<file path="src/hpcs_pkg.sv">
// Package for the HV precharge / contactor sequencer.
// Holds widths, status and control codes, register map and shared types.
// No dependencies.
package hpcs_pkg;

  localparam int unsigned SocW   = 7;
  localparam int unsigned TimeW  = 32;
  localparam int unsigned MsW    = 16;
  localparam int unsigned CodeW  = 3;
  localparam int unsigned AddrW  = 5;
  localparam int unsigned DataW  = 32;
  localparam int unsigned RegIdxW = 3;

  // status codes
  localparam logic [CodeW-1:0] ST_INIT      = 3'd0;
  localparam logic [CodeW-1:0] ST_IDLE      = 3'd1;
  localparam logic [CodeW-1:0] ST_STARTUP   = 3'd2;
  localparam logic [CodeW-1:0] ST_INITPRE   = 3'd3;
  localparam logic [CodeW-1:0] ST_PRECHARGE = 3'd4;
  localparam logic [CodeW-1:0] ST_RUNNING   = 3'd5;
  localparam logic [CodeW-1:0] ST_INTERLOCK = 3'd6;
  localparam logic [CodeW-1:0] ST_LOWCHARGE = 3'd7;

  // control sequencer codes
  localparam logic [CodeW-1:0] CT_STARTUP_CMD = 3'd0;
  localparam logic [CodeW-1:0] CT_NEG_CLOSE   = 3'd1;
  localparam logic [CodeW-1:0] CT_PRE_CLOSE   = 3'd2;
  localparam logic [CodeW-1:0] CT_POS_CLOSE   = 3'd3;
  localparam logic [CodeW-1:0] CT_PRE_OPEN    = 3'd4;

  // register indexes
  localparam logic [RegIdxW-1:0] REG_SOC_LOW    = 3'd0;
  localparam logic [RegIdxW-1:0] REG_ILK_HOLD   = 3'd1;
  localparam logic [RegIdxW-1:0] REG_NEG_SETTLE = 3'd2;
  localparam logic [RegIdxW-1:0] REG_PRECHARGE  = 3'd3;
  localparam logic [RegIdxW-1:0] REG_POS_SETTLE = 3'd4;

  // register reset values
  localparam logic [SocW-1:0] SOC_LOW_RST    = 7'd30;
  localparam logic [MsW-1:0]  ILK_HOLD_RST   = 16'd5000;
  localparam logic [MsW-1:0]  NEG_SETTLE_RST = 16'd100;
  localparam logic [MsW-1:0]  PRECHARGE_RST  = 16'd6500;
  localparam logic [MsW-1:0]  POS_SETTLE_RST = 16'd100;

  typedef struct packed {
    logic [SocW-1:0] soc_low_limit;
    logic [MsW-1:0]  interlock_hold_ms;
    logic [MsW-1:0]  neg_settle_ms;
    logic [MsW-1:0]  precharge_ms;
    logic [MsW-1:0]  pos_settle_ms;
  } cfg_t;

  typedef struct packed {
    logic [SocW-1:0]  charge_pct;
    logic             interlock_closed;
    logic             startup_request;
    logic             precharge_sensed;
    logic             pos_sensed;
    logic             neg_sensed;
    logic [TimeW-1:0] now_ms;
  } item_t;

  typedef struct packed {
    logic [CodeW-1:0] monitor_status;
    logic             precharge_drive;
    logic             pos_drive;
    logic             neg_drive;
  } result_t;

  typedef struct packed {
    logic [CodeW-1:0] status;
    logic [CodeW-1:0] control;
    logic [TimeW-1:0] stamp;
  } seq_state_t;

endpackage

</file>
<file path="src/hpcs_if.sv">
// Word channel interfaces for the HV precharge / contactor sequencer.
// Depends on hpcs_pkg.
interface hpcs_in_if import hpcs_pkg::*; ();
  logic             valid;
  logic             ready;
  logic [SocW-1:0]  charge_pct;
  logic             interlock_closed;
  logic             startup_request;
  logic             precharge_sensed;
  logic             pos_sensed;
  logic             neg_sensed;
  logic [TimeW-1:0] now_ms;

  modport source (
    output valid, charge_pct, interlock_closed, startup_request,
           precharge_sensed, pos_sensed, neg_sensed, now_ms,
    input  ready
  );
  modport sink (
    input  valid, charge_pct, interlock_closed, startup_request,
           precharge_sensed, pos_sensed, neg_sensed, now_ms,
    output ready
  );
endinterface

interface hpcs_out_if import hpcs_pkg::*; ();
  logic             valid;
  logic             ready;
  logic [CodeW-1:0] monitor_status;
  logic             precharge_drive;
  logic             pos_drive;
  logic             neg_drive;

  modport source (
    output valid, monitor_status, precharge_drive, pos_drive, neg_drive,
    input  ready
  );
  modport sink (
    input  valid, monitor_status, precharge_drive, pos_drive, neg_drive,
    output ready
  );
endinterface

</file>
<file path="src/hv_precharge_contactor_sequencer.sv">
// Top level of the HV battery precharge / contactor sequencer.
// Depends on hpcs_pkg, hpcs_if, hpcs_cfg and hpcs_pipe.
//
// Takes one sensor word per clock while out_o is not stalled and returns one
// status / contactor drive word for each, through the input register and
// then the result register. The status machine, control sequencer and
// shared millisecond stamp all update in the single step between those
// registers, so words may follow each other in every cycle while unstalled;
// the result register lets a new word in while the previous result still
// waits. Thresholds are set over the APB port at byte offsets 0x0 to 0x10
// and should only be written while no word is in flight.
module hv_precharge_contactor_sequencer import hpcs_pkg::*; (
  input  logic             clk_i,
  input  logic             rst_ni,
  hpcs_in_if.sink          in_i,
  hpcs_out_if.source       out_o,
  input  logic             psel,
  input  logic             penable,
  input  logic             pwrite,
  input  logic [AddrW-1:0] paddr,
  input  logic [DataW-1:0] pwdata,
  output logic [DataW-1:0] prdata,
  output logic             pready
);

  cfg_t cfg;

  hpcs_cfg u_cfg (
    .clk_i   (clk_i),
    .rst_ni  (rst_ni),
    .psel    (psel),
    .penable (penable),
    .pwrite  (pwrite),
    .paddr   (paddr),
    .pwdata  (pwdata),
    .prdata  (prdata),
    .pready  (pready),
    .cfg_o   (cfg)
  );

  hpcs_pipe u_pipe (
    .clk_i  (clk_i),
    .rst_ni (rst_ni),
    .cfg_i  (cfg),
    .in_i   (in_i),
    .out_o  (out_o)
  );

endmodule

</file>
<file path="src/hpcs_cfg.sv">
// APB-style configuration registers of the sequencer.
// Depends on hpcs_pkg.
module hpcs_cfg import hpcs_pkg::*; (
  input  logic             clk_i,
  input  logic             rst_ni,
  input  logic             psel,
  input  logic             penable,
  input  logic             pwrite,
  input  logic [AddrW-1:0] paddr,
  input  logic [DataW-1:0] pwdata,
  output logic [DataW-1:0] prdata,
  output logic             pready,
  output cfg_t             cfg_o
);

  cfg_t                cfg_q, cfg_d;
  logic [RegIdxW-1:0]  idx;
  logic                wr_en;

  assign idx    = paddr[AddrW-1:2];
  assign pready = 1'b1;
  assign wr_en  = psel && penable && pwrite;

  always_comb begin
    cfg_d = cfg_q;
    if (wr_en) begin
      case (idx)
        REG_SOC_LOW:    cfg_d.soc_low_limit     = pwdata[SocW-1:0];
        REG_ILK_HOLD:   cfg_d.interlock_hold_ms = pwdata[MsW-1:0];
        REG_NEG_SETTLE: cfg_d.neg_settle_ms     = pwdata[MsW-1:0];
        REG_PRECHARGE:  cfg_d.precharge_ms      = pwdata[MsW-1:0];
        REG_POS_SETTLE: cfg_d.pos_settle_ms     = pwdata[MsW-1:0];
        default: ;
      endcase
    end
  end

  always_comb begin
    case (idx)
      REG_SOC_LOW:    prdata = {{(DataW-SocW){1'b0}}, cfg_q.soc_low_limit};
      REG_ILK_HOLD:   prdata = {{(DataW-MsW){1'b0}}, cfg_q.interlock_hold_ms};
      REG_NEG_SETTLE: prdata = {{(DataW-MsW){1'b0}}, cfg_q.neg_settle_ms};
      REG_PRECHARGE:  prdata = {{(DataW-MsW){1'b0}}, cfg_q.precharge_ms};
      REG_POS_SETTLE: prdata = {{(DataW-MsW){1'b0}}, cfg_q.pos_settle_ms};
      default:        prdata = '0;
    endcase
  end

  always_ff @(posedge clk_i or negedge rst_ni) begin
    if (!rst_ni) begin
      cfg_q.soc_low_limit     <= SOC_LOW_RST;
      cfg_q.interlock_hold_ms <= ILK_HOLD_RST;
      cfg_q.neg_settle_ms     <= NEG_SETTLE_RST;
      cfg_q.precharge_ms      <= PRECHARGE_RST;
      cfg_q.pos_settle_ms     <= POS_SETTLE_RST;
    end else begin
      cfg_q <= cfg_d;
    end
  end

  assign cfg_o = cfg_q;

endmodule

</file>
<file path="src/hpcs_step.sv">
// Next-state logic for one word: status machine, control sequencer,
// shared timestamp and contactor drive decode. Depends on hpcs_pkg.
module hpcs_step import hpcs_pkg::*; (
  input  item_t      item_i,
  input  seq_state_t state_i,
  input  cfg_t       cfg_i,
  output seq_state_t state_o,
  output result_t    result_o
);

  logic             low_soc;
  logic             ilk_stamp;
  logic [CodeW-1:0] s_pre;
  logic [CodeW-1:0] s_nxt;
  logic [CodeW-1:0] c_nxt;
  logic [TimeW-1:0] stamp_mid;
  logic [TimeW-1:0] dt;
  logic             pre, pos, neg, ilk;

  assign pre = item_i.precharge_sensed;
  assign pos = item_i.pos_sensed;
  assign neg = item_i.neg_sensed;
  assign ilk = item_i.interlock_closed;

  assign low_soc   = item_i.charge_pct < cfg_i.soc_low_limit;
  assign ilk_stamp = !low_soc && !ilk;
  assign stamp_mid = ilk_stamp ? item_i.now_ms : state_i.stamp;
  // one elapsed time serves both machines; interlock exit needs ilk closed,
  // so it never sees the fresh stamp
  assign dt = item_i.now_ms - stamp_mid;

  always_comb begin
    if (low_soc) begin
      s_pre = ST_LOWCHARGE;
    end else if (!ilk) begin
      s_pre = ST_INTERLOCK;
    end else begin
      s_pre = state_i.status;
    end
    s_nxt = s_pre;
    case (s_pre)
      ST_INIT:      if (item_i.startup_request && !pre && !pos && !neg) s_nxt = ST_IDLE;
      ST_IDLE:      if (!pre && neg && !pos) s_nxt = ST_STARTUP;
      ST_STARTUP:   if (pre && neg && !pos) s_nxt = ST_INITPRE;
      ST_INITPRE:   if (pre && neg && pos) s_nxt = ST_PRECHARGE;
      ST_PRECHARGE: if (!pre && neg && pos) s_nxt = ST_RUNNING;
      ST_RUNNING:   if (pre || !neg || !pos) s_nxt = ST_INIT;
      ST_INTERLOCK: begin
        if (ilk && dt >= {{(TimeW-MsW){1'b0}}, cfg_i.interlock_hold_ms}) s_nxt = ST_INIT;
      end
      default: ;
    endcase
  end

  always_comb begin
    if (s_nxt == ST_INTERLOCK || s_nxt == ST_LOWCHARGE) begin
      c_nxt = CT_STARTUP_CMD;
    end else begin
      c_nxt = state_i.control;
    end
    case (state_i.control)
      CT_STARTUP_CMD: if (s_nxt == ST_IDLE) c_nxt = CT_NEG_CLOSE;
      CT_NEG_CLOSE: begin
        if (dt >= {{(TimeW-MsW){1'b0}}, cfg_i.neg_settle_ms} && s_nxt == ST_STARTUP) begin
          c_nxt = CT_PRE_CLOSE;
        end
      end
      CT_PRE_CLOSE: begin
        if (dt >= {{(TimeW-MsW){1'b0}}, cfg_i.precharge_ms} && s_nxt == ST_INITPRE) begin
          c_nxt = CT_POS_CLOSE;
        end
      end
      CT_POS_CLOSE: begin
        if (dt >= {{(TimeW-MsW){1'b0}}, cfg_i.pos_settle_ms} && s_nxt == ST_PRECHARGE) begin
          c_nxt = CT_PRE_OPEN;
        end
      end
      default: ;
    endcase
  end

  always_comb begin
    state_o.status  = s_nxt;
    state_o.control = c_nxt;
    state_o.stamp   = (ilk_stamp || c_nxt != state_i.control) ? item_i.now_ms
                                                               : state_i.stamp;
  end

  always_comb begin
    result_o.monitor_status  = s_nxt;
    result_o.precharge_drive = 1'b0;
    result_o.pos_drive       = 1'b0;
    result_o.neg_drive       = 1'b0;
    case (c_nxt)
      CT_NEG_CLOSE: result_o.neg_drive = 1'b1;
      CT_PRE_CLOSE: begin
        result_o.precharge_drive = 1'b1;
        result_o.neg_drive       = 1'b1;
      end
      CT_POS_CLOSE: begin
        result_o.precharge_drive = 1'b1;
        result_o.pos_drive       = 1'b1;
        result_o.neg_drive       = 1'b1;
      end
      CT_PRE_OPEN: begin
        result_o.pos_drive = 1'b1;
        result_o.neg_drive = 1'b1;
      end
      default: ;
    endcase
  end

endmodule

</file>
<file path="src/hpcs_pipe.sv">
// Input register, sequencer state and result register around hpcs_step.
// Depends on hpcs_pkg, hpcs_if and hpcs_step.
module hpcs_pipe import hpcs_pkg::*; (
  input  logic        clk_i,
  input  logic        rst_ni,
  input  cfg_t        cfg_i,
  hpcs_in_if.sink     in_i,
  hpcs_out_if.source  out_o
);

  item_t      item_q;
  logic       in_valid_q, in_valid_d;
  seq_state_t state_q, state_d;
  result_t    res_q, res_d;
  logic       out_valid_q, out_valid_d;
  logic       advance;
  logic       take;

  hpcs_step u_step (
    .item_i   (item_q),
    .state_i  (state_q),
    .cfg_i    (cfg_i),
    .state_o  (state_d),
    .result_o (res_d)
  );

  assign advance     = in_valid_q && (!out_valid_q || out_o.ready);
  assign in_i.ready  = !in_valid_q || advance;
  assign take        = in_i.valid && in_i.ready;
  assign in_valid_d  = take || (in_valid_q && !advance);
  assign out_valid_d = advance || (out_valid_q && !out_o.ready);

  always_ff @(posedge clk_i or negedge rst_ni) begin
    if (!rst_ni) begin
      in_valid_q      <= 1'b0;
      out_valid_q     <= 1'b0;
      state_q.status  <= ST_INIT;
      state_q.control <= CT_STARTUP_CMD;
      state_q.stamp   <= '0;
    end else begin
      in_valid_q  <= in_valid_d;
      out_valid_q <= out_valid_d;
      if (advance) begin
        state_q <= state_d;
      end
    end
  end

  always_ff @(posedge clk_i) begin
    if (take) begin
      item_q.charge_pct       <= in_i.charge_pct;
      item_q.interlock_closed <= in_i.interlock_closed;
      item_q.startup_request  <= in_i.startup_request;
      item_q.precharge_sensed <= in_i.precharge_sensed;
      item_q.pos_sensed       <= in_i.pos_sensed;
      item_q.neg_sensed       <= in_i.neg_sensed;
      item_q.now_ms           <= in_i.now_ms;
    end
    if (advance) begin
      res_q <= res_d;
    end
  end

  assign out_o.valid           = out_valid_q;
  assign out_o.monitor_status  = res_q.monitor_status;
  assign out_o.precharge_drive = res_q.precharge_drive;
  assign out_o.pos_drive       = res_q.pos_drive;
  assign out_o.neg_drive       = res_q.neg_drive;

endmodule
</file>
<file path="src/flat_wrapper.sv">
// flat-port wrapper written by rule: the top's interface ports become plain ports
module hv_precharge_contactor_sequencer_flat import hpcs_pkg::*;
  (clk_i, rst_ni, psel, penable, pwrite, paddr, pwdata, prdata, pready, in_i_valid, in_i_charge_pct, in_i_interlock_closed, in_i_startup_request, in_i_precharge_sensed, in_i_pos_sensed, in_i_neg_sensed, in_i_now_ms, in_i_ready, out_o_valid, out_o_monitor_status, out_o_precharge_drive, out_o_pos_drive, out_o_neg_drive, out_o_ready);
  hpcs_in_if in_i_i ();
  hpcs_out_if out_o_i ();
  input  logic clk_i;
  input  logic rst_ni;
  input  logic psel;
  input  logic penable;
  input  logic pwrite;
  input  logic [AddrW-1:0] paddr;
  input  logic [DataW-1:0] pwdata;
  output logic [DataW-1:0] prdata;
  output logic pready;
  input wire logic [$bits(in_i_i.valid)-1:0] in_i_valid;
  input wire logic [$bits(in_i_i.charge_pct)-1:0] in_i_charge_pct;
  input wire logic [$bits(in_i_i.interlock_closed)-1:0] in_i_interlock_closed;
  input wire logic [$bits(in_i_i.startup_request)-1:0] in_i_startup_request;
  input wire logic [$bits(in_i_i.precharge_sensed)-1:0] in_i_precharge_sensed;
  input wire logic [$bits(in_i_i.pos_sensed)-1:0] in_i_pos_sensed;
  input wire logic [$bits(in_i_i.neg_sensed)-1:0] in_i_neg_sensed;
  input wire logic [$bits(in_i_i.now_ms)-1:0] in_i_now_ms;
  output wire logic [$bits(in_i_i.ready)-1:0] in_i_ready;
  output wire logic [$bits(out_o_i.valid)-1:0] out_o_valid;
  output wire logic [$bits(out_o_i.monitor_status)-1:0] out_o_monitor_status;
  output wire logic [$bits(out_o_i.precharge_drive)-1:0] out_o_precharge_drive;
  output wire logic [$bits(out_o_i.pos_drive)-1:0] out_o_pos_drive;
  output wire logic [$bits(out_o_i.neg_drive)-1:0] out_o_neg_drive;
  input wire logic [$bits(out_o_i.ready)-1:0] out_o_ready;
  assign in_i_i.valid = in_i_valid;
  assign in_i_i.charge_pct = in_i_charge_pct;
  assign in_i_i.interlock_closed = in_i_interlock_closed;
  assign in_i_i.startup_request = in_i_startup_request;
  assign in_i_i.precharge_sensed = in_i_precharge_sensed;
  assign in_i_i.pos_sensed = in_i_pos_sensed;
  assign in_i_i.neg_sensed = in_i_neg_sensed;
  assign in_i_i.now_ms = in_i_now_ms;
  assign in_i_ready = in_i_i.ready;
  assign out_o_valid = out_o_i.valid;
  assign out_o_monitor_status = out_o_i.monitor_status;
  assign out_o_precharge_drive = out_o_i.precharge_drive;
  assign out_o_pos_drive = out_o_i.pos_drive;
  assign out_o_neg_drive = out_o_i.neg_drive;
  assign out_o_i.ready = out_o_ready;
  hv_precharge_contactor_sequencer u_core (.clk_i(clk_i), .rst_ni(rst_ni), .in_i(in_i_i), .out_o(out_o_i), .psel(psel), .penable(penable), .pwrite(pwrite), .paddr(paddr), .pwdata(pwdata), .prdata(prdata), .pready(pready));
endmodule
</file>
<file path="config.mk">
export PLATFORM = sky130hd
export DESIGN_NAME = hv_precharge_contactor_sequencer_flat
export DESIGN_NICKNAME = d
export VERILOG_FILES = /design/src/hpcs_pkg.sv /design/src/hpcs_if.sv /design/src/hv_precharge_contactor_sequencer.sv /design/src/hpcs_cfg.sv /design/src/hpcs_step.sv /design/src/hpcs_pipe.sv /design/src/flat_wrapper.sv
export SDC_FILE = /design/constraint.sdc
export NUM_CORES = 1
export LEC_CHECK = 0
export BUFFER_PORTS_ARGS = -buffer_cell sky130_fd_sc_hd__buf_2
export CAP_MARGIN = 20
export CORE_MARGIN = 2
export CORE_UTILIZATION = 25
export CTS_CLUSTER_SIZE = 25
export DETAILED_ROUTE_END_ITERATION = 8
export HOLD_SLACK_MARGIN = 0.08
export SLEW_MARGIN = 5
export SYNTH_ARGS = -nofsm -noshare
export SYNTH_HDL_FRONTEND = slang
export SYNTH_SLANG_ARGS = --single-unit
</file>
<file path="constraint.sdc">
create_clock -name clk_i -period 7.5 [get_ports clk_i]
set_input_delay 1.5 -clock clk_i [delete_from_list [all_inputs] [get_ports clk_i]]
set_output_delay 1.5 -clock clk_i [all_outputs]
set_load 0.02 [all_outputs]
</file>
After elaboration in Yosys (flattened, before gate mapping)
Cells that the tools add are included.
Widths: inputs -> output; s select.
{ "word_totals": {"ff_bits": 161, "out_inout_bits": 41, "word_cells": 121} }
{ "classes": {"n_addsub": 1, "muxes": 21, "eq_ne": 24, "order_cmp": 5, "reduce_logical": 49} }
{ "op_table": {"columns": ["op", "count"], "rows": [
  ["$ge 32x16->1", 4],
  ["$pmux 16 s5", 1],
  ["$mux 3", 14],
  ["$mux 32", 1],
  ["$sub 32x32->32", 1],
  ["$eq 3x2->1 const B", 10],
  ["$eq 3x3->1 const B", 8],
  ["$pmux 3 s7", 1],
  ["$logic_and 1x1->1", 20],
  ["$eq 3x1->1 const B", 5],
  ["$pmux 3 s4", 1],
  ["$reduce_and 2->1", 6],
  ["$logic_not 1->1", 9],
  ["$logic_not 3->1", 3],
  ["$logic_or 1x1->1", 8],
  ["$lt 7x7->1", 1],
  ["$reduce_or 2->1", 2],
  ["$reduce_or 4->1", 1],
  ["$mux 1", 3],
  ["$ne 3x3->1", 1]
]} }

Logic depth before layout (Yosys ltp)
Gate-level depths: netlist of the first run.
{ "logic_depth": {"depth_word": 17, "depth_mapped": 30} }

Modules after synthesis
From an unflattened synthesis of the first run, not the netlist that was laid out.
{ "hier_totals": {"cells_unflattened": 1147, "area_unflattened_um2": 12042.8} }
{ "by_module_without_submodules": {"columns": ["module", "area_each_um2", "n_inst", "cells_per_inst"], "rows": [
  ["hpcs_step", 5516.5, 1, 756],
  ["hpcs_cfg", 3475.8, 1, 252],
  ["hpcs_pipe", 3050.4, 1, 139]
]} }

Worst setup path after synthesis of the first run
OpenSTA, ideal clock, no wires.
{ "synth_timing": {"path_kind": "register to register", "startpoint": "register u_core.u_cfg.cfg_q, in the netlist u_core.u_cfg.cfg_o[67]", "endpoint": "register u_core.u_pipe.state_q[10] (netlist name)", "period_less_slack_ns": 6.281, "arrival_time_ns": 6.155, "n_path_buf": 2, "stages_incl_launch_ff": 31, "setup_slack_ns": 1.219, "cell_sequence": "dfstp_2 inv_1 ha_1 o211ai_1 nor2_1 a21oi_1 nor2_1 clkbuf_1 mux2i_1 ha_1 a21o_1 a31o_2 or2_2 a21oi_1 o21ai_0 a21oi_1 o21bai_1 xor2_1 ha_1 a21o_1 a21o_1 a21oi_1 nor2b_1 o21ai_0 a21oi_1 nor3_1 a311oi_2 a211oi_2 a31oi_4 buf_6 mux2_4"} }
{ "synth_via": {"elab_chain_len": 17} }
{ "synth_lines": {"columns": ["element", "line", "source"], "rows": [
  ["start, declared", "hpcs_cfg.sv:16", "cfg_t cfg_q, cfg_d;"],
  ["start signal, assigned", "hpcs_cfg.sv:57", "cfg_q <= cfg_d;"],
  ["$lt 7x7->1 (*)", "hpcs_step.sv:25", "assign low_soc = item_i.charge_pct < cfg_i.soc_low_limit;"],
  ["$logic_not 1->1", "hpcs_step.sv:26", "assign ilk_stamp = !low_soc && !ilk;"],
  ["$logic_and 1x1->1", "hpcs_step.sv:26", null],
  ["$mux 32", "hpcs_step.sv:27", "assign stamp_mid = ilk_stamp ? item_i.now_ms : state_i.stamp;"],
  ["$sub 32x32->32", "hpcs_step.sv:30", "assign dt = item_i.now_ms - stamp_mid;"],
  ["$ge 32x16->1", "hpcs_step.sv:49", "if (ilk && dt >= {{(TimeW-MsW){1'b0}}, cfg_i.interlock_hold_ms}) s_nxt = ST_INIT;"],
  ["$logic_and 1x1->1", "hpcs_step.sv:49", null],
  ["$mux 3", "hpcs_step.sv:49", null],
  ["$pmux 3 s7", "hpcs_step.sv:41", "case (s_pre)"],
  ["$eq 3x3->1", "hpcs_step.sv:56", "if (s_nxt == ST_INTERLOCK || s_nxt == ST_LOWCHARGE) begin"],
  ["$logic_or 1x1->1", "hpcs_step.sv:56", null],
  ["$mux 3", "hpcs_step.sv:56", null],
  ["$mux 3 (on tied branches)", null, null],
  ["$pmux 3 s4", "hpcs_step.sv:61", "case (state_i.control)"],
  ["$ne 3x3->1", "hpcs_step.sv:85", "state_o.stamp = (ilk_stamp || c_nxt != state_i.control) ? item_i.now_ms"],
  ["$logic_or 1x1->1 (*)", "hpcs_step.sv:85", null],
  ["$reduce_and 2->1 (no line) (*)", null, null],
  ["end signal, assigned", "hpcs_pipe.sv:44", "state_q <= state_d;"],
  ["end, declared", "hpcs_pipe.sv:13", "seq_state_t state_q, state_d;"]
]} }
Every way passes the cells marked *; elsewhere a longest branch is shown, timed or not.
A chain may end at the register's enable or synchronous reset.

Worst setup path after layout of the first run
{ "layout_timing": {"startpoint": "register u_core.u_cfg.cfg_q, in the netlist u_core.u_cfg.cfg_o[65]", "endpoint": "register u_core.u_pipe.state_q[1] (netlist name)"} }
The elaborated chain is that of the path after synthesis.

==> load_flow_metrics.sql, run 1 <==
INSERT INTO impl_metrics (metric_group, metric, value, unit) VALUES
('run_status', 'run_status', 'complete, no violations', ''),
('placement', 'gpl.final_weighted_congestion', '0.833', ''),
('finish', 'register_area', '4310', 'µm²'),
('timing', 'timing.fmax', '150', 'MHz'),
('timing', 'timing_max_transition_violations_final', '0', ''),
('worst_hold_path', 'hp-start', 'u_core.u_pipe.in_valid_q', ''),
('synthesis', 'synth_ff_type', 'sky130_fd_sc_hd__dfrtp_1', ''),
('grt', 'grt_start_max_net_pins', '61', ''),
('route', 'violation_count_after_the_first_detailed_routing_iteration', '397', ''),
('route', 'post_drt_via_cell_ratio', '4.79', ''),
('cts', 'cts_repair_resize_count', '0', ''),
('route', 'drtAntennaViolNets', '0', ''),
('timing', 'min_period_over_period', '88.8', '%'),
('critical_path', 'crit_start', 'u_core.u_cfg.cfg_o[65]', ''),
('placement', 'place.port_buffers', '93', ''),
('placement', 'hpwl', '20900', 'µm'),
('timing', 'hold_violations', '0', ''),
('cts', 'cts_tree', 'yes', ''),
('critical_path', 'r2r_start', 'u_core.u_cfg.cfg_o[65]', ''),
('synthesis', 'synth_area', '10700', 'µm²'),
('grt', 'total_routing_usage_gr', '12.6', '%'),
('die', 'floorplan.die_area', '44300', 'µm²'),
('synthesis', 'synth-seq-area-share', '40.4', '%'),
('route', 'wl', '27200', 'µm'),
('timing', 'rsz0062_at_grt', 'false', ''),
('route', 'detailedRoute.firstPassIterationCount', '6', ''),
('die', 'top_level_ports', '129', ''),
('critical_path', 'timing.critical_path.slowest_cell_delay', '0.53', 'ns'),
('timing', 'finalSetupViolations', '0', ''),
('finish', 'final_cells', '1687', ''),
('timing', 'worst_slack', '0.836', 'ns'),
('critical_path', 'critPathKind', 'reg -> reg', ''),
('finish', 'area_growth', '16.4', '%'),
('cts', 'cts_made_buffers', '17', ''),
('finish', 'layout.filler_cells', '4356', ''),
('synthesis', 'synth_enable_flop_cells', '50', ''),
('power_and_ir_drop', 'ir_drop', '206', 'µV'),
('cts', 'h-tree-depth', '4', ''),
('cts', 'ctsRootBufferMaster', 'sky130_fd_sc_hd__clkbuf_16', ''),
('synthesis', 'synthesis.yosys.warnings', '0', ''),
('power_and_ir_drop', 'total_leakage_power', '0.00537', 'µW'),
('synthesis', 'synth-seq-cells', '161', ''),
('die', 'initial_core_util', '25.4', '%'),
('placement', 'dpl.cell_count', '1653', ''),
('critical_path', 'setup.worst_path.end_class', 'register', ''),
('cts', 'numClockSinks', '161', ''),
('placement', 'pre_cts_slack', '0.888', 'ns'),
('critical_path', 'worstSetupStartpointType', 'register', ''),
('power_and_ir_drop', 'total_chip_power', '4930', 'µW'),
('timing', 'slew_headroom', '28.8', '%'),
('critical_path', 'cp_data_arrival_time', '6.99', 'ns'),
('grt', 'global_route_congestion_overflow_total', '0', ''),
('critical_path', 'worst_path_max_delay_cell', 'sky130_fd_sc_hd__dfstp_2', ''),
('critical_path', 'critPathRequiredTime', '7.83', 'ns'),
('timing', 'worst_pin_slew', '1.07', 'ns'),
('cts', 'clk-insertion-delay-late', '0.46', 'ns'),
('finish', 'final_net_count', '1325', ''),
('placement', 'detailed_place.area', '11700', 'µm²'),
('power_and_ir_drop', 'total_power_density_per_cell_area', '397', 'nW/µm²'),
('synthesis', 'synth_cell_types', '81', ''),
('cts', 'worst_setup_hold_path_clk_slew', '0.06', 'ns'),
('route', 'count_of_vias_placed_by_the_detailed_router', '8081', ''),
('finish', 'insertedDiodeCount', '0', ''),
('timing', 'clock_skew', '0.0131', 'ns'),
('die', 'chipHeight', '211', 'µm'),
('timing', 'fin_tns_setup', '0', 'ns'),
('cts', 'cts-root-to-sink-buffers', '2', ''),
('die', 'num_rows', '75', ''),
('synthesis', 'postSynth.asyncResetShare', '68.9', '%'),
('route', 'post_detailed_route_drc_marker_count', '0', ''),
('grt', 'first_global_vias', '7941', '');
[cells in the mapped netlist (4+ instances only)]
library cell                 n  share of area, %
sky130_fd_sc_hd__a21oi_1    52               2.4
sky130_fd_sc_hd__o22ai_1    17               1.0
sky130_fd_sc_hd__clkbuf_1   34               1.2
sky130_fd_sc_hd__xor2_1     10              0.82
sky130_fd_sc_hd__buf_4      17               1.2
sky130_fd_sc_hd__xnor2_1    12              0.99
sky130_fd_sc_hd__or3_1       5              0.29
sky130_fd_sc_hd__o21ai_0    87               4.1
sky130_fd_sc_hd__nand4_1    15              0.88
sky130_fd_sc_hd__mux2i_1    41               3.8
sky130_fd_sc_hd__dfrtp_1    90                21
sky130_fd_sc_hd__and2_1      4              0.23
sky130_fd_sc_hd__nand3_1     9              0.42
sky130_fd_sc_hd__nor2_1     40               1.4
sky130_fd_sc_hd__o211ai_1    7              0.49
sky130_fd_sc_hd__nand2b_1   13              0.76
sky130_fd_sc_hd__mux2_4     30               4.2
sky130_fd_sc_hd__nor2b_1    11              0.65
sky130_fd_sc_hd__edfxtp_1   50                14
sky130_fd_sc_hd__nand2_1    84               3.0
sky130_fd_sc_hd__dfstp_2    21               5.2
sky130_fd_sc_hd__o21bai_1    6              0.42
sky130_fd_sc_hd__ha_1      101                12
sky130_fd_sc_hd__a211o_1     4              0.33
sky130_fd_sc_hd__a22oi_1    26               1.8
sky130_fd_sc_hd__o21a_1      9              0.63
sky130_fd_sc_hd__nor4_1      4              0.23
sky130_fd_sc_hd__a21o_1     17               1.2
sky130_fd_sc_hd__a31oi_1    12              0.70
sky130_fd_sc_hd__inv_1      84               3.0
sky130_fd_sc_hd__nor3_1      9              0.42
sky130_fd_sc_hd__a211oi_1    7              0.49
sky130_fd_sc_hd__mux2_2     40               4.2
[sequential cells by signal (all words and copies together), names as in the netlist]
| name | flops |
|---|---|
| u_core.u_cfg.cfg_o | 71 |
| u_core.u_pipe.item_q | 44 |
| u_core.u_pipe.state_q | 38 |
| u_core.u_pipe.out_o.monitor_status | 3 |
| u_core.u_pipe.in_valid_q | 1 |
| u_core.u_pipe.out_o.neg_drive | 1 |
| u_core.u_pipe.out_o.pos_drive | 1 |
| u_core.u_pipe.out_o.precharge_drive | 1 |
| u_core.u_pipe.out_o.valid | 1 |
[power by group]
part / leakage [µW] / switching [µW] / internal (µW)
Clock: 0.000324 / 380 / 579
Sequential: 0.00178 / 129 / 1130
Combinational: 0.00327 / 1520 / 1190
[path summary, 6_finish.rpt]
check	end	slack (ns)	depth (start not counted)
max in group asynchronous	u_core.u_pipe.state_q[22]	5.14	2
setup / recovery	u_core.u_pipe.state_q[1]	0.84	29
setup reg to reg	u_core.u_pipe.state_q[1]	0.84	29
min in group asynchronous	u_core.u_cfg.cfg_o[8]	1.11	1
hold / removal	u_core.u_pipe.out_o.valid	0.50	1
hold reg to reg	u_core.u_pipe.out_o.valid	0.50	1
[critical path, delay by kind of cell, from the launching register on]
kind / cells / cell delay [ns]
buffers and inverters: 3 / 0.41
DFF: 1 / 0.53
xor gates and xnor gates: 1 / 0.30
and+or+nand+nor: 4 / 0.73
adders and majority gates: 3 / 0.94
muxes: 2 / 0.48
AOI/OAI and AO/OA: 16 / 3.10
[cells by family (layout without fill, tap and decap cells)]
group                      Yosys count  in the layout  share of synthesized area [%]
other                                2             17                         0.0704
muxes                              111            111                           12.3
xor gates and xnor gates            22             22                           1.81
DFF                                161            161                           40.4
adders and majority gates          102            102                           12.0
and+or+nand+nor                    215            215                           9.90
AOI/OAI and AO/OA                  290            290                           17.7
buffers and inverters              142            230                           5.83
[placed cells by master, fill, tap and decap left out, types with 15 or more instances in the layout]
master	Yosys	routed
sky130_fd_sc_hd__conb_1	2	17
sky130_fd_sc_hd__dfrtp_1	90	90
sky130_fd_sc_hd__a22oi_1	26	26
sky130_fd_sc_hd__mux2_2	40	40
sky130_fd_sc_hd__nand2_1	84	84
sky130_fd_sc_hd__buf_2	2	92
sky130_fd_sc_hd__ha_1	101	101
sky130_fd_sc_hd__nand4_1	15	15
sky130_fd_sc_hd__buf_4	17	19
sky130_fd_sc_hd__inv_1	84	84
sky130_fd_sc_hd__edfxtp_1	50	50
sky130_fd_sc_hd__nor2_1	40	39
sky130_fd_sc_hd__clkbuf_16	0	19
sky130_fd_sc_hd__o22ai_1	17	17
sky130_fd_sc_hd__a21oi_1	52	52
sky130_fd_sc_hd__mux2_4	30	30
sky130_fd_sc_hd__mux2i_1	41	41
sky130_fd_sc_hd__dfstp_2	21	21
sky130_fd_sc_hd__o21ai_0	87	87
sky130_fd_sc_hd__a21o_1	17	17
[through the flow]
| step | util (%) | hold WS (ns) |
|---|---|---|
| global placement | 27.9 | 0.468 |
| global route | 29.5 | 0.519 |
| detailed placement | 27.9 | 0.494 |
| floorplan | - | 0.457 |
| CTS | 29.5 | 0.513 |
| finish | 29.5 | 0.499 |
[final cells by class]
type                            instances  area share [%]
Timing Repair Buffer                  114            5.20
Clock inverter                          8           0.887
Tap cell                              539            5.43
Clock buffer                           24            4.39
Multi-Input combinational cell        757            46.9
Sequential cell                       161            34.7
Inverter                               84            2.54
[metal layers]
layer	vias to the layer above	track usage [%]	wire, µm
met1	3904	17.2	13200
met4	0	4.47	588
met3	37	2.13	978
met2	168	20.2	12400
li1	3972	-	-
met5	-	0	0
No activity file was read; power rests on OpenSTA's default activity.
==> inputs of run 2 (changes only) <==
==> constraint.sdc (replaced) <==
create_clock -name clk_i -period 7.5 [get_ports clk_i]
set_input_delay 0.375 -clock clk_i [delete_from_list [all_inputs] [get_ports clk_i]]
set_output_delay 0.375 -clock clk_i [all_outputs]
set_load 0.02 [all_outputs]
==> run 2 against run 1 <==
Critical path depth is 1 higher. Sequential share of layout area rose by 0.27 points. Setup slack lost 0.16 ns. Via count fell by 0.21%. Combinational power about the same. Flip-flop and latch count stayed put. Maximum frequency down 2.4%. Critical path type unchanged. Largest cell class unchanged. Highest routed layer unchanged.
==> load_flow_metrics.sql, run 2 (synthesis results as in run 1) <==
INSERT INTO impl_metrics (metric_group, metric, value, unit) VALUES
('timing', 'rsz0062_at_grt', 'false', ''),
('power_and_ir_drop', 'total_power_density_per_cell_area', '389', 'nW/µm²'),
('die', 'chipHeight', '211', 'µm'),
('finish', 'final_net_count', '1326', ''),
('critical_path', 'critical_path.endpoint', 'u_core.u_pipe.state_q[6]', ''),
('route', 'drtAntennaViolNets', '0', ''),
('power_and_ir_drop', 'total_chip_power', '4790', 'µW'),
('route', 'violation_count_after_the_first_detailed_routing_iteration', '385', ''),
('worst_hold_path', 'min_path_type', 'in -> reg', ''),
('placement', 'gpl.final_weighted_congestion', '0.888', ''),
('finish', 'insertedDiodeCount', '0', ''),
('cts', 'worst_setup_hold_path_clk_slew', '0.07', 'ns'),
('cts', 'clk-insertion-delay-late', '0.43', 'ns'),
('cts', 'cts_tree', 'yes', ''),
('finish', 'area_growth', '15.5', '%'),
('timing', 'timing.fmax', '146', 'MHz'),
('critical_path', 'critPathKind', 'reg -> reg', ''),
('critical_path', 'worst_path_max_delay_cell', 'sky130_fd_sc_hd__dfstp_2', ''),
('cts', 'cts-root-to-sink-buffers', '2', ''),
('grt', 'antenna_found_initial', '0', ''),
('die', 'core_region_area', '42000', 'µm²'),
('die', 'top_level_ports', '129', ''),
('worst_hold_path', 'hold_depth', '1', ''),
('finish', 'final_cell_mix', '101 x sky130_fd_sc_hd__ha_1, 92 x sky130_fd_sc_hd__buf_2, 90 x sky130_fd_sc_hd__dfrtp_1', ''),
('finish', 'drive_above_1_share', '22.5', '%'),
('cts', 'ctsRootBufferMaster', 'sky130_fd_sc_hd__clkbuf_16', ''),
('timing', 'worst_slack', '0.674', 'ns'),
('timing', 'min_period_over_period', '91.0', '%'),
('finish', 'most_common_library_cell_in_the_layout_ignoring_fill_and_taps', 'sky130_fd_sc_hd__ha_1', ''),
('finish', 'layout.filler_cells', '4378', ''),
('worst_hold_path', 'hp-start', 'in_i_charge_pct[6]', ''),
('grt', 'grt_start_max_net_pins', '65', ''),
('critical_path', 'critical-path-top-cell-by-count', 'sky130_fd_sc_hd__a21oi_1', ''),
('critical_path', 'critical_path_stages', '30', ''),
('route', 'detail_route.wl_per_cell', '15.9', 'µm'),
('timing', 'timing.final.crit_period', '6.83', 'ns'),
('finish', 'largest_register_ffs', '71', ''),
('finish', 'final_cells', '1688', ''),
('placement', 'pre_cts_slack', '0.748', 'ns'),
('die', 'initial_core_util', '25.4', '%'),
('critical_path', 'cp_data_arrival_time', '7.14', 'ns'),
('critical_path', 'setup.worst_path.end_class', 'register', ''),
('finish', 'final_design_area_no_fill', '12300', 'µm²'),
('placement', 'hpwl', '20500', 'µm'),
('cts', 'postCtsSetupBuffers', '0', ''),
('cts', 'numClockSinks', '161', ''),
('timing', 'fin_tns_setup', '0', 'ns'),
('critical_path', 'critical_path_peak_fanout', '32', ''),
('die', 'die_x', '211', 'µm'),
('critical_path', 'setup.reg_to_reg.worst_slack', '0.67', 'ns'),
('critical_path', 'worstSetupStartpointType', 'register', ''),
('critical_path', 'critPathRequiredTime', '7.81', 'ns'),
('cts', 'h-tree-depth', '4', ''),
('grt', 'global_route_congestion_overflow_total', '0', ''),
('placement', 'detailed_place.area', '11800', 'µm²'),
('timing', 'worst_pin_slew', '1.05', 'ns'),
('die', 'num_rows', '75', ''),
('cts', 'cts_made_buffers', '17', ''),
('critical_path', 'worstPathBufferInverterCount', '4', ''),
('cts', 'cts_repair_resize_count', '0', ''),
('timing', 'clock_skew', '0.0148', 'ns'),
('critical_path', 'critical-path-top-delay-family', 'compound AO/OA/AOI/OAI gates', ''),
('route', 'count_of_vias_placed_by_the_detailed_router', '8064', ''),
('power_and_ir_drop', 'ir_drop', '207', 'µV'),
('critical_path', 'crit_start', 'u_core.u_cfg.cfg_o[65]', ''),
('power_and_ir_drop', 'total_leakage_power', '0.00531', 'µW'),
('run', 'max_cap_violations', '0', ''),
('grt', 'grt_pass1_wl', '42600', 'µm'),
('placement', 'place.port_buffers', '93', ''),
('route', 'wl', '26900', 'µm'),
('timing', 'finalSetupViolations', '0', ''),
('grt', 'total_routing_usage_gr', '12.2', '%'),
('run_status', 'run_status', 'complete, no violations', ''),
('timing', 'slew_headroom', '30.1', '%'),
('critical_path', 'timing.critical_path.slowest_cell_delay', '0.54', 'ns'),
('timing', 'timing_max_transition_violations_final', '0', ''),
('route', 'post_drt_via_cell_ratio', '4.78', ''),
('grt', 'first_global_vias', '8022', ''),
('die', 'floorplan.die_area', '44300', 'µm²'),
('timing', 'hold_violations', '0', ''),
('route', 'post_detailed_route_drc_marker_count', '0', ''),
('critical_path', 'worstRegToRegCells', '30', ''),
('placement', 'dpl.cell_count', '1654', ''),
('critical_path', 'r2r_end', 'u_core.u_pipe.state_q[6]', ''),
('route', 'detailedRoute.firstPassIterationCount', '5', ''),
('critical_path', 'r2r_start', 'u_core.u_cfg.cfg_o[65]', '');
## run 2: repair_timing
item | CTS | global route
endpoints found under the setup margin | 0 | 0
hold buffers | 1 | 0
hold endpoints to repair | 39 | 0
## run 2: worst min path at each step
stage | to | slack [ns]
3_5_place_dp | u_core.u_cfg.cfg_o[50] | 0.45
5_1_grt | u_core.u_pipe.item_q[9] | 0.11
2_1_floorplan | u_core.u_cfg.cfg_o[0] | 0.08
3_3_place_gp | u_core.u_cfg.cfg_o[50] | 0.45
4_1_cts | u_core.u_pipe.item_q[9] | 0.09
6_report | u_core.u_pipe.item_q[43] | 0.11
## run 2: worst reg2reg max path, delay by kind of cell (launching register included)
| kind | cells | cell delay, ns |
|---|---|---|
| AND/OR/NAND/NOR | 4 | 0.69 |
| adder cells (fa/ha/maj) | 3 | 0.94 |
| flip-flops | 1 | 0.54 |
| XOR/XNOR | 1 | 0.34 |
| buffers and inverters | 4 | 0.60 |
| multiplexers | 2 | 0.50 |
| AO/OA/AOI/OAI | 16 | 3.09 |
## run 2: stage by stage
stage | hold WS (ns) | util [%]
2_1_floorplan | 0.0794 | -
3_3_place_gp | 0.445 | 28.0
3_5_place_dp | 0.448 | 28.0
4_1_cts | 0.0911 | 29.3
5_1_grt | 0.106 | 29.3
6_report | 0.113 | 29.3
## run 2: final cells by class
cell class                 count  area (µm²)  area share (%)
tap                          539         674            5.48
multi-input combinational    757        5810            47.2
inverter                      84         315            2.56
clock buffer                  19         443            3.60
clock inverter                13         100           0.813
sequential                   161        4310            35.0
timing repair buffer         115         661            5.37
## run 2: per-layer routing
layer | up-vias | global-route usage (%) | part of all wire [%]
li1 | 3974 | - | -
met1 | 3903 | 16.7 | 48
met2 | 165 | 20.3 | 47
met3 | 22 | 1.80 | 3.1
met4 | 0 | 3.28 | 1.2
met5 | - | 0 | 0
## run 2: where the power goes
part / internal [µW] / switching (µW) / total (µW)
sequential: 1130 / 128 / 1260
combinational: 1200 / 1500 / 2700
clock: 437 / 391 / 829
total: 2770 / 2020 / 4790
==> inputs of run 3 (changes only) <==
--- a/config.mk
+++ b/config.mk
@@ -13,4 +13,5 @@
 export DETAILED_ROUTE_END_ITERATION = 8
 export HOLD_SLACK_MARGIN = 0.08
+export PLACE_DENSITY = 0.4
 export SLEW_MARGIN = 5
 export SYNTH_ARGS = -nofsm -noshare
==> constraint.sdc (replaced) <==
create_clock -name clk_i -period 7.5 [get_ports clk_i]
set_input_delay 0.375 -clock clk_i [delete_from_list [all_inputs] [get_ports clk_i]]
set_output_delay 0.375 -clock clk_i [all_outputs]
set_load 0.01 [all_outputs]
==> run 3 against run 2 <==
Clock skew decreased by 0.00050 ns. Clock power increased by 8.2%. Register-to-register slack improved by 0.07 ns. Final cell count increased by 2.1%. Sequential share of layout area decreased by 1.2 points. Clock-buffer cell count decreased by 2. Largest power group unchanged. Flip-flop and latch count unchanged. Highest routed layer unchanged.
==> load_flow_metrics.sql, run 3 (synthesis results as in run 1) <==
INSERT INTO impl_metrics (metric_group, metric, value, unit) VALUES
('run_status', 'run_status', 'complete, no violations', ''),
('cts', 'worst_setup_hold_path_clk_slew', '0.08', 'ns'),
('finish', 'final_net_count', '1361', ''),
('critical_path', 'r2r_start', 'u_core.u_cfg.cfg_o[65]', ''),
('die', 'chipHeight', '211', 'µm'),
('grt', 'grt_pass1_wl', '45900', 'µm'),
('cts', 'h-tree-depth', '4', ''),
('critical_path', 'r2r_end', 'u_core.u_pipe.state_q[31]', ''),
('finish', 'area_growth', '19.5', '%'),
('critical_path', 'worstSetupStartpointType', 'register', ''),
('finish', 'final_design_area_no_fill', '12700', 'µm²'),
('cts', 'postCtsSetupBuffers', '0', ''),
('power_and_ir_drop', 'ir_drop', '158', 'µV'),
('timing', 'finalSetupViolations', '0', ''),
('route', 'detail_route.wl_per_cell', '16.9', 'µm'),
('route', 'drtAntennaViolNets', '0', ''),
('finish', 'largest_register_ffs', '71', ''),
('critical_path', 'timing.critical_path.slowest_cell_delay', '0.54', 'ns'),
('route', 'violation_count_after_the_first_detailed_routing_iteration', '322', ''),
('worst_hold_path', 'hold_depth', '2', ''),
('cts', 'cts-root-to-sink-buffers', '2', ''),
('worst_hold_path', 'min_to', 'u_core.u_pipe.in_valid_q', ''),
('critical_path', 'critPathKind', 'reg -> reg', ''),
('placement', 'detailed_place.area', '11700', 'µm²'),
('critical_path', 'setup.worst_path.end_class', 'register', ''),
('die', 'floorplan.die_area', '44300', 'µm²'),
('die', 'num_rows', '75', ''),
('worst_hold_path', 'min_path_type', 'in -> reg', ''),
('timing', 'clock_skew', '0.0143', 'ns'),
('cts', 'clk-insertion-delay-late', '0.47', 'ns'),
('timing', 'hold_violations', '0', ''),
('cts', 'ctsRootBufferMaster', 'sky130_fd_sc_hd__clkbuf_16', ''),
('placement', 'dpl.cell_count', '1646', ''),
('grt', 'first_global_vias', '7991', ''),
('power_and_ir_drop', 'total_power_density_per_cell_area', '382', 'nW/µm²'),
('critical_path', 'setup.reg_to_reg.worst_slack', '0.74', 'ns'),
('grt', 'grt_start_max_net_pins', '68', ''),
('grt', 'total_routing_usage_gr', '13.6', '%'),
('cts', 'cts_hold_buf', '43', ''),
('die', 'initial_core_util', '25.4', '%'),
('timing', 'min_period_over_period', '90.1', '%'),
('grt', 'global_route_congestion_overflow_total', '0', ''),
('cts', 'cts_tree', 'yes', ''),
('finish', 'final_cell_mix', '101 x sky130_fd_sc_hd__ha_1, 92 x sky130_fd_sc_hd__buf_2, 90 x sky130_fd_sc_hd__dfrtp_1', ''),
('cts', 'numClockSinks', '161', ''),
('finish', 'insertedDiodeCount', '0', ''),
('route', 'detailedRoute.firstPassIterationCount', '5', ''),
('placement', 'hpwl', '21600', 'µm'),
('critical_path', 'critPathRequiredTime', '7.85', 'ns'),
('critical_path', 'worst_path_max_delay_cell', 'sky130_fd_sc_hd__dfstp_2', ''),
('critical_path', 'worstRegToRegCells', '27', ''),
('timing', 'timing.final.crit_period', '6.76', 'ns'),
('run', 'max_cap_violations', '0', ''),
('grt', 'antenna_found_initial', '0', ''),
('worst_hold_path', 'hp-start', 'in_i_valid', ''),
('timing', 'timing.fmax', '148', 'MHz'),
('cts', 'cts_repair_resize_count', '0', ''),
('power_and_ir_drop', 'total_leakage_power', '0.00548', 'µW'),
('timing', 'worst_pin_slew', '1.14', 'ns'),
('die', 'top_level_ports', '129', ''),
('route', 'post_drt_via_cell_ratio', '4.65', ''),
('route', 'count_of_vias_placed_by_the_detailed_router', '8006', ''),
('timing', 'fin_tns_setup', '0', 'ns'),
('route', 'post_detailed_route_drc_marker_count', '0', ''),
('route', 'wl', '29200', 'µm'),
('timing', 'rsz0062_at_grt', 'false', ''),
('placement', 'gpl.final_weighted_congestion', '0.781', ''),
('die', 'die_x', '211', 'µm'),
('critical_path', 'critical_path_peak_fanout', '32', ''),
('timing', 'slew_headroom', '23.8', '%'),
('timing', 'timing_max_transition_violations_final', '0', ''),
('finish', 'drive_above_1_share', '21.5', '%'),
('finish', 'most_common_library_cell_in_the_layout_ignoring_fill_and_taps', 'sky130_fd_sc_hd__ha_1', ''),
('cts', 'cts_made_buffers', '17', ''),
('critical_path', 'cp_data_arrival_time', '7.11', 'ns'),
('finish', 'final_cells', '1723', ''),
('die', 'core_region_area', '42000', 'µm²'),
('placement', 'place.port_buffers', '93', '');
==> run 3: per-layer routing <==
layer	GRT usage, %	part of all wire [%]	up-vias
met5	0	0	-
met4	3.45	1.0	0
met3	2.92	2.9	21
met2	22.1	47	96
met1	18.3	49	3844
li1	-	-	4045
==> run 3: critical path, delay by kind of cell (launching register included) <==
kind	cells	cell delay [ns]
adder cells (fa/ha/maj)	3	0.92
AND/OR/NAND/NOR	5	0.82
XOR/XNOR	1	0.16
buffers and inverters	4	0.77
multiplexers	2	0.51
flip-flops	1	0.54
AO/OA/AOI/OAI	12	2.86
==> run 3: worst max-delay path by stage <==
stage / to / slack (ns) / startpoint
after detailed placement: u_core.u_pipe.state_q[0] / 0.68 / u_core.u_cfg.cfg_o[67]
final: u_core.u_pipe.state_q[31] / 0.74 / u_core.u_cfg.cfg_o[65]
after CTS: u_core.u_pipe.state_q[31] / 0.63 / u_core.u_cfg.cfg_o[67]
after floorplan: u_core.u_pipe.state_q[10] / 1.22 / u_core.u_cfg.cfg_o[67]
after global placement: u_core.u_pipe.state_q[31] / 0.70 / u_core.u_cfg.cfg_o[67]
after global routing: u_core.u_pipe.state_q[31] / 0.23 / u_core.u_cfg.cfg_o[67]
==> run 3: per-stage QoR <==
stage / power (µW) / worst slack (ns) / hold slack (ns) / util, %
finish: 4870 / 0.743 / 0.111 / 30.3
global route: 5330 / 0.226 / 0.0964 / 30.3
CTS: 4930 / 0.634 / 0.0831 / 30.2
detailed placement: 3980 / 0.675 / 0.429 / 27.8
global placement: 3950 / 0.700 / 0.439 / 27.8
floorplan: 3210 / 1.22 / 0.0794 / -
==> run 3: final cells by class <==
cell class                      count  area (µm²)
Clock buffer                       17         425
Clock inverter                     15         164
Fill cell                        4423       29300
Inverter                           84         315
Multi-Input combinational cell    757        5820
Sequential cell                   161        4310
Tap cell                          539         674
Timing Repair Buffer              150        1040
==> run 3: power breakdown <==
part / switching [µW] / internal, µW
clock network: 425 / 473
registers: 126 / 1130
logic: 1540 / 1180
total: 2090 / 2790
